### config.mk
export PLATFORM = sky130hd
export DESIGN_NAME = cham64_128_block_encrypt
export DESIGN_NICKNAME = d
export VERILOG_FILES = /design/src/design/cham_pkg.sv /design/src/design/cham64_128_block_encrypt.sv /design/src/design/cham_key_sched.sv /design/src/design/cham_round_unit.sv
export SDC_FILE = /design/constraint.sdc
export NUM_CORES = 1
export LEC_CHECK = 0
export ABC_AREA = 1
export BUFFER_PORTS_ARGS = -buffer_cell sky130_fd_sc_hd__buf_2
export CORE_UTILIZATION = 45
export CTS_CLUSTER_SIZE = 25
export DETAILED_ROUTE_END_ITERATION = 8
export PLACE_DENSITY_LB_ADDON = 0.15
export SLEW_MARGIN = 20
export SYNTH_ARGS = -nofsm -noshare
export SYNTH_HDL_FRONTEND = slang
export SYNTH_SLANG_ARGS = --single-unit
### constraint.sdc
create_clock -name clk_i -period 4.35 [get_ports clk_i]
set_clock_uncertainty 0.15 [all_clocks]
set_input_delay 0.435 -clock clk_i [delete_from_list [all_inputs] [get_ports clk_i]]
set_output_delay 0.435 -clock clk_i [all_outputs]
set_load 0.01 [all_outputs]
### src/design/cham_pkg.sv
`default_nettype none
package cham_pkg;

  localparam int unsigned WordW    = 16;
  localparam int unsigned BlockW   = 32;
  localparam int unsigned KeyW     = 64;
  localparam int unsigned NumIter  = 20;  // four rounds per iteration, 80 rounds
  localparam int unsigned IterW    = 5;
  localparam int unsigned QuarterW = 2;   // selects 4 of the 16 round keys
  localparam int unsigned CfgIdxW  = 2;

  localparam logic [CfgIdxW-1:0] CfgKeyLow  = 2'd0;
  localparam logic [CfgIdxW-1:0] CfgKeyHigh = 2'd1;

  typedef logic [WordW-1:0] word_t;
  typedef word_t [3:0] quad_t;

  typedef struct packed {
    logic               valid;
    logic [CfgIdxW-1:0] index;
    logic [KeyW-1:0]    data;
  } cfg_wr_t;

  function automatic word_t rol1(input word_t v);
    return {v[14:0], v[15]};
  endfunction

  function automatic word_t rol8(input word_t v);
    return {v[7:0], v[15:8]};
  endfunction

  function automatic word_t rol11(input word_t v);
    return {v[4:0], v[15:5]};
  endfunction

endpackage
`default_nettype wire

### src/design/cham64_128_block_encrypt.sv
// Each item runs through the round unit once per iteration, then loads into the output register once it is free.
// The round unit does four rounds per cycle and is reused for every iteration of an item,
// so the block takes no new item while one is still in its rounds.
// A new item is taken in the cycle the previous result moves to the output register.
// Reset (async, active low) clears the sequencer, output valid and both key registers.
`default_nettype none
module cham64_128_block_encrypt
  import cham_pkg::*;
(
  input  wire logic                clk_i,
  input  wire logic                rst_ni,
  input  wire logic                in_valid_i,
  output logic                     in_stall_o,
  input  wire logic [BlockW-1:0]   block_first_i,
  input  wire logic [BlockW-1:0]   block_second_i,
  output logic                     out_valid_o,
  input  wire logic                out_stall_i,
  output logic [BlockW-1:0]        cipher_first_o,
  output logic [BlockW-1:0]        cipher_second_o,
  input  wire logic                cfg_valid_i,
  output logic                     cfg_ready_o,
  input  wire logic [CfgIdxW-1:0]  cfg_index_i,
  input  wire logic [KeyW-1:0]     cfg_data_i
);

  localparam logic [1:0] StIdle = 2'd0;
  localparam logic [1:0] StRun  = 2'd1;
  localparam logic [1:0] StFin  = 2'd2;
  localparam logic [IterW-1:0] IterLast = IterW'(NumIter - 1);

  logic [1:0]       state_q, state_d;
  logic [IterW-1:0] iter_q, iter_d;
  quad_t            x_q, x_d, x_next;
  quad_t            rk;
  logic             out_valid_q, out_valid_d;
  logic [BlockW-1:0] out_first_q, out_second_q;
  logic             out_free, in_acc, out_load;
  cfg_wr_t          cfg_wr;

  assign cfg_ready_o = 1'b1;
  assign cfg_wr = '{valid: cfg_valid_i, index: cfg_index_i, data: cfg_data_i};

  cham_key_sched u_key_sched (
    .clk_i    (clk_i),
    .rst_ni   (rst_ni),
    .cfg_wr_i (cfg_wr),
    .quarter_i(iter_q[QuarterW-1:0]),
    .rk_o     (rk)
  );

  cham_round_unit u_round_unit (
    .x_i   (x_q),
    .iter_i(iter_q),
    .rk_i  (rk),
    .x_o   (x_next)
  );

  assign out_free   = !out_valid_q || !out_stall_i;
  assign out_load   = (state_q == StFin) && out_free;
  assign in_stall_o = !((state_q == StIdle) || out_load);
  assign in_acc     = in_valid_i && !in_stall_o;

  always_comb begin
    state_d     = state_q;
    iter_d      = iter_q;
    x_d         = x_q;
    out_valid_d = out_valid_q && out_stall_i;
    unique case (state_q)
      StIdle: ;
      StRun: begin
        x_d    = x_next;
        iter_d = iter_q + 1'b1;
        if (iter_q == IterLast) state_d = StFin;
      end
      StFin: begin
        if (out_load) begin
          out_valid_d = 1'b1;
          state_d     = StIdle;
        end
      end
      default: state_d = StIdle;
    endcase
    if (in_acc) begin
      state_d = StRun;
      iter_d  = '0;
      x_d[0]  = block_first_i[BlockW-1:WordW];
      x_d[1]  = block_first_i[WordW-1:0];
      x_d[2]  = block_second_i[BlockW-1:WordW];
      x_d[3]  = block_second_i[WordW-1:0];
    end
  end

  always_ff @(posedge clk_i or negedge rst_ni) begin
    if (!rst_ni) begin
      state_q     <= StIdle;
      iter_q      <= '0;
      out_valid_q <= 1'b0;
    end else begin
      state_q     <= state_d;
      iter_q      <= iter_d;
      out_valid_q <= out_valid_d;
    end
  end

  always_ff @(posedge clk_i) begin
    x_q <= x_d;
    if (out_load) begin
      out_first_q  <= {x_q[0], x_q[1]};
      out_second_q <= {x_q[2], x_q[3]};
    end
  end

  assign out_valid_o     = out_valid_q;
  assign cipher_first_o  = out_first_q;
  assign cipher_second_o = out_second_q;

  a_accept_starts_run: assert property (@(posedge clk_i) disable iff (!rst_ni)
    in_acc |=> (state_q == StRun) && (iter_q == '0))
    else $error("accepted item did not start at iteration zero");

  a_last_iter_fin: assert property (@(posedge clk_i) disable iff (!rst_ni)
    (state_q == StRun) && (iter_q == IterLast) && !in_acc |=> state_q == StFin)
    else $error("sequencer missed the last iteration");

  a_out_from_fin: assert property (@(posedge clk_i) disable iff (!rst_ni)
    $rose(out_valid_o) |-> $past(state_q) == StFin)
    else $error("result shown before the rounds finished");

  a_busy_stalls: assert property (@(posedge clk_i) disable iff (!rst_ni)
    (state_q == StRun) |-> in_stall_o)
    else $error("input taken while rounds in progress");

endmodule
`default_nettype wire

### src/design/cham_key_sched.sv
`default_nettype none
module cham_key_sched
  import cham_pkg::*;
(
  input  wire logic                clk_i,
  input  wire logic                rst_ni,
  input  wire cfg_wr_t             cfg_wr_i,
  input  wire logic [QuarterW-1:0] quarter_i,
  output quad_t                    rk_o
);

  logic [KeyW-1:0] key_low_q, key_high_q;
  word_t           kw [8];
  word_t           rk_all [16];

  always_ff @(posedge clk_i or negedge rst_ni) begin
    if (!rst_ni) begin
      key_low_q  <= '0;
      key_high_q <= '0;
    end else if (cfg_wr_i.valid) begin
      unique case (cfg_wr_i.index)
        CfgKeyLow:  key_low_q  <= cfg_wr_i.data;
        CfgKeyHigh: key_high_q <= cfg_wr_i.data;
        default: ;  // drop writes to unmapped indexes
      endcase
    end
  end

  always_comb begin
    for (int j = 0; j < 4; j++) begin
      kw[j]   = key_low_q[WordW*j +: WordW];
      kw[j+4] = key_high_q[WordW*j +: WordW];
    end
    for (int j = 0; j < 8; j++) begin
      rk_all[j]           = kw[j] ^ rol1(kw[j]) ^ rol8(kw[j]);
      rk_all[(j + 8) ^ 1] = kw[j] ^ rol1(kw[j]) ^ rol11(kw[j]);
    end
    for (int j = 0; j < 4; j++) begin
      rk_o[j] = rk_all[{quarter_i, 2'(j)}];
    end
  end

endmodule
`default_nettype wire

### src/design/cham_round_unit.sv
`default_nettype none
module cham_round_unit
  import cham_pkg::*;
(
  input  wire quad_t             x_i,
  input  wire logic [IterW-1:0]  iter_i,
  input  wire quad_t             rk_i,
  output quad_t                  x_o
);

  // Four chained rounds; the round number is {iter, j}, so parity follows j.
  always_comb begin
    quad_t cur;
    word_t lhs, rhs, sum, nw;
    cur = x_i;
    for (int j = 0; j < 4; j++) begin
      lhs = cur[0] ^ {{(WordW-IterW-2){1'b0}}, iter_i, 2'(j)};
      if ((j % 2) == 0) begin
        rhs = rol1(cur[1]) ^ rk_i[j];
        sum = lhs + rhs;
        nw  = rol8(sum);
      end else begin
        rhs = rol8(cur[1]) ^ rk_i[j];
        sum = lhs + rhs;
        nw  = rol1(sum);
      end
      cur[0] = cur[1];
      cur[1] = cur[2];
      cur[2] = cur[3];
      cur[3] = nw;
    end
    x_o = cur;
  end

endmodule
`default_nettype wire

# [Yosys cells after proc, flatten, opt, wreduce, memory -nomap -nowiden]
# Index checks and enable logic that the tools add are counted.
[totals] ff_bits=264 input_bits=135 output_inout_bits=67 wordCells=99
[classes] n_addsub=5 order_cmp=4 eq_ne=7 mux=22 bitwise=36 n_reduce_logical=14
[ops] op="$xor 16x16->16" n=28
[ops] op="$bmux 16 s4" n=4
[ops] op="$mux 16" n=8
[ops] op="$mux 64" n=2
[ops] op="$add 16x16->16" n=4
[ops] op="$xor 16x7->16" n=4
[ops] op="$ge 5x5->1 const B" n=4
[ops] op="$not 4->5" n=4
[ops] op="$mux 5" n=2
[ops] op="$mux 2" n=3
[ops] op="$ne 3x3->1 const B" n=2
[ops] op="$pmux 2 s3" n=1
[ops] op="$add 5x1->5 const B" n=1
[ops] op="$eq 5x5->1 const B" n=1
[ops] op="$eq 2x1->1 const B" n=2
[ops] op="$logic_not 2->1" n=2
[ops] op="$reduce_and 2->1" n=2
[ops] op="$logic_and 1x1->1" n=3
[ops] op="$logic_not 1->1" n=3
[ops] op="$reduce_and 3->1" n=1
[ops] op="$eq 2x2->1 const B" n=1
[ops] op="$logic_or 1x1->1" n=2
[ops] op="$mux 1" n=2
[ops] op="$ne 2x2->1 const B" n=1
[ops] op="$reduce_bool 2->1" n=1

# [Logic depth before layout (Yosys ltp)]
[depth] depth_word=11 ltp_mapped=30 mapped_depth_nobuf=29

# [Modules after synthesis]
# Synthesis repeated with hierarchy kept, for this count alone.
[unflattened] hier_cells=3230 hier_area_um2=21944.8
[modules_own_cells] module="cham_key_sched" instances=1 cells_each=2250 area_per_inst_um2=12772.2 seq_area_each_um2=3203.1
[modules_own_cells] module="cham64_128_block_encrypt" instances=1 cells_each=395 area_per_inst_um2=5221.3 seq_area_each_um2=4043.9
[modules_own_cells] module="cham_round_unit" instances=1 cells_each=585 area_per_inst_um2=3951.3 seq_area_each_um2=0.0

# [Least setup slack after synthesis]
# Ideal clock, no wire load.
[synth_timing] path_type="register to register" from="reg iter_q[1]" to="reg x_q[48] (netlist name), data pin" setup_ps=253 t_arrival_ps=3912 t_required_ps=3947 path_slack_ps=35 stages_incl_launch_ff=26 n_path_buf=2 synth_period_minus_slack_ps=4315 cell_sequence="dfrtp_1 > inv_1 > buf_2 > buf_1 > o221ai_1 > nand2_1 > xnor2_1 > ha_1 > fa_1 > nand3_1 > nand2_1 > nand2_1 > nand3_2 > a21oi_2 > xor2_1 > xor2_1 > ha_1 > nand2_1 > nor3_1 > nand3_1 > o2111ai_1 > a21oi_1 > inv_1 > nand3_1 > nand3_1 > nand2_1"
[synth_lines] element="from (decl)" line_no="cham64_128_block_encrypt.sv:32" source="logic [IterW-1:0] iter_q, iter_d;"
[synth_lines] element="from (signal assigned)" line_no="cham64_128_block_encrypt.sv:100" source="iter_q <= iter_d;"
[synth_lines] element="to (signal assigned)" line_no="cham64_128_block_encrypt.sv:106" source="x_q <= x_d;"
[synth_lines] element="to (decl)" line_no="cham64_128_block_encrypt.sv:33" source="quad_t x_q, x_d, x_next;"

==> impl_metrics.ini <==
[finish]
antenna_cells = 0
syn_to_final_growth_pct = 28.91
layout_commonest_cell = nand2_1
drive_gt1_frac = 0.2221
layout_common_cells = nand2_1, o21ai_0, inv_1, buf_4, buf_2
final_nets = 3124
final_area_um2 = 25110

[clocking]
cts_buffer_depth = 3
h-tree-depth = 1
cts_tree = yes
clkSinkCount = 264
cts_root_buf = clkbuf_16
clock_latency_ns = 0.59
clkSlewWorstSetupHoldPaths_ns = 0.06
cts_made_buffers = 29

[floorplanning]
die_area_um2 = 44120
io_pins = 202
start_util = 0.4602
die_x_um = 210.0
placementRows = 75
die_y_um = 210.0
core_area_um2 = 42320

[global_route]
antenna_found_initial = 1
gr-total-overflow = 0
grtUsageTotal = 0.3291
grt_pass1_vias = 18260
grt_start_max_net_pins = 129
grt_pass1_wl_um = 109500

[worst_setup_path]
r2r-start = u_key_sched.key_high_q[2]
r2r_slack_ns = -0.12
r2r-end = x_q[48]
critPathRequiredTime_ns = 4.54
startpoint_type = register
worst-setup-path-type = reg2reg
rr_worst_depth = 25
critPathMaxFanout = 4
cp.arrival_ns = 4.66
end_kind = register

[logic_synthesis]
yosys_warnings = 0
ys_seq_area_frac = 0.3721
synth_edf_count = 128
dominantRegCellSynth = dfrtp_1
netlist_instances = 2516
synthArstFlopShare = 0.5152
synth_cell_types = 54
avgSynthCellArea_um2 = 7.741
synth.ff_latch_count = 264
synth_area_um2 = 19480
synth_nets = 2716

[timing]
fin_crit_ns = 4.471
worst_hold_slack_ns = 0.01928
rsz0062_at_grt = true
clock.fmax_mhz = 223.7
finalWorstSetupSlack_ns = -0.1208
final_max_slew_viol_count = 0
tightest_slew_ns = 0.9203
finalSetupViolCount = 4
hold_viol_final = 0
fin_crit_sh = 1.028
relSlewSlack = 0.3865

[routing]
wirelength_um = 72530
ant_nets = 0
drc_errors = 0
vias_per_cell = 5.352
first_pass_iters = 7
drt_iter0_markers = 1899
routedWlPerCell_um = 20.60
vias = 18843

[hold_path]
min_path_type = in2reg
whs_path_depth = 3
holdPathEnd = u_key_sched.key_high_q[31]
min_from = cfg_data_i[31]

[run_status]
status = finished with violations
violations = negative setup slack

[placement]
dpl_cell_area_um2 = 22080
hpwl_um = 55400
gp_congestion = 0.9968
numPortBuffers = 200

[flow_run]
drv_cap = 0
[synthesized netlist by cell type (7+ instances only)]
cell type    n  area, µm²
nor3_1      10      50.05
or2_2       18      112.6
inv_2        7      26.28
nor2_1     111      416.7
clkbuf_1    50      187.7
or2_1        7      43.79
a21oi_1     91      455.4
o221ai_1    78      683.2
clkbuf_2    14      70.07
o211ai_1     9      67.56
nand2_1    617       2316
xor2_1     173       1515
a31oi_1     16      100.1
dfrtp_1    136       3403
o22ai_1     25      156.4
buf_2       97      485.5
nand3_1     82      410.4
ha_1        61      763.2
inv_1      274       1028
o21ai_1     17      85.08
edfxtp_1   128       3844
o21ai_0    282       1411
xnor2_1    132       1156
[worst max-delay path by stage]
stage                                    start      end  cells past startpoint
global route        u_key_sched.key_high_q[17]  x_q[63]                     26
finish               u_key_sched.key_high_q[2]  x_q[48]                     25
global placement    u_key_sched.key_high_q[17]  x_q[62]                     22
detailed placement  u_key_sched.key_high_q[18]  x_q[63]                     23
floorplan                            iter_q[1]  x_q[48]                     25
CTS                 u_key_sched.key_high_q[19]  x_q[48]                     26
[layer usage]
layer  track usage  wire [µm]  vias to the layer above
met5             0          0                        -
met4       0.07551       1575                        0
met3       0.03322       5088                       94
met2        0.5264      32950                      707
met1        0.4792      32920                     8959
li1              -          -                     9083
[stage by stage]
step | setup TNS, ns | worst slack [ns] | cells | util
5_1_grt | -2.155 | -0.3197 | 3521 | 0.5933
2_1_floorplan | 0 | 0.03467 | 2516 | -
3_3_place_gp | -2.299 | -0.3069 | 3337 | 0.5218
6_report | -0.2388 | -0.1208 | 3521 | 0.5933
4_1_cts | -0.06264 | -0.02201 | 3510 | 0.5828
3_5_place_dp | -2.980 | -0.3646 | 3337 | 0.5218
[area by class of cell]
class / instances / area [µm²]
flip-flops and latches: 264 / 7266
repair buffers: 551 / 4053
inverters: 281 / 1057
fillers: 3859 / 17210
well taps: 577 / 721.9
multi-input cells: 1797 / 11080
clock buffers: 41 / 853.3
clock inverters: 10 / 77.57
[worst max-delay path: stages, from the launching register on]
cell and delay [ns]:
dfrtp_1 0.46, xnor2_2 0.18, xor2_1 0.14, o211ai_1 0.28
o21ai_1 0.16, xor2_1 0.19, ha_1 0.37, a21oi_2 0.17
nand2_2 0.09, nand2_2 0.08, nand3_4 0.10, a21oi_4 0.19
buf_6 0.12, o21ai_4 0.05, xor2_2 0.17, xnor2_1 0.14
ha_1 0.34, inv_2 0.05, o21bai_1 0.22, a31oi_1 0.12
o21ai_1 0.11, a21oi_2 0.05, inv_1 0.07, nand3_2 0.07
nand3_2 0.07, nand2_1 0.06
[logic make-up after synthesis]
kind of cell / share of synthesized area
and+or+nand+nor: 0.1821
AOI/OAI and AO/OA: 0.1681
buffers and inverters: 0.09713
xor gates and xnor gates: 0.1371
DFF: 0.3721
adders and majority gates: 0.04330
other: 0.0001925
[flip-flops by register name (all words and copies together), names as in the netlist]
name	flops
out_valid_o	1
cipher_first_o	32
cipher_second_o	32
state_q	2
iter_q	5
u_key_sched.key_high_q	64
u_key_sched.key_low_q	64
x_q	64
[repair_timing]
action	CTS	global route
gates cloned	2	0
endpoints found under the setup margin	11	12
pin swaps	33	48
hold buffers	108	0
hold endpoints to repair	235	0
setup buffers	13	11
resized for setup	80	75
Power is not shown: default switching activity piles up to over one toggle a cycle in this logic, so the estimate is an artifact.
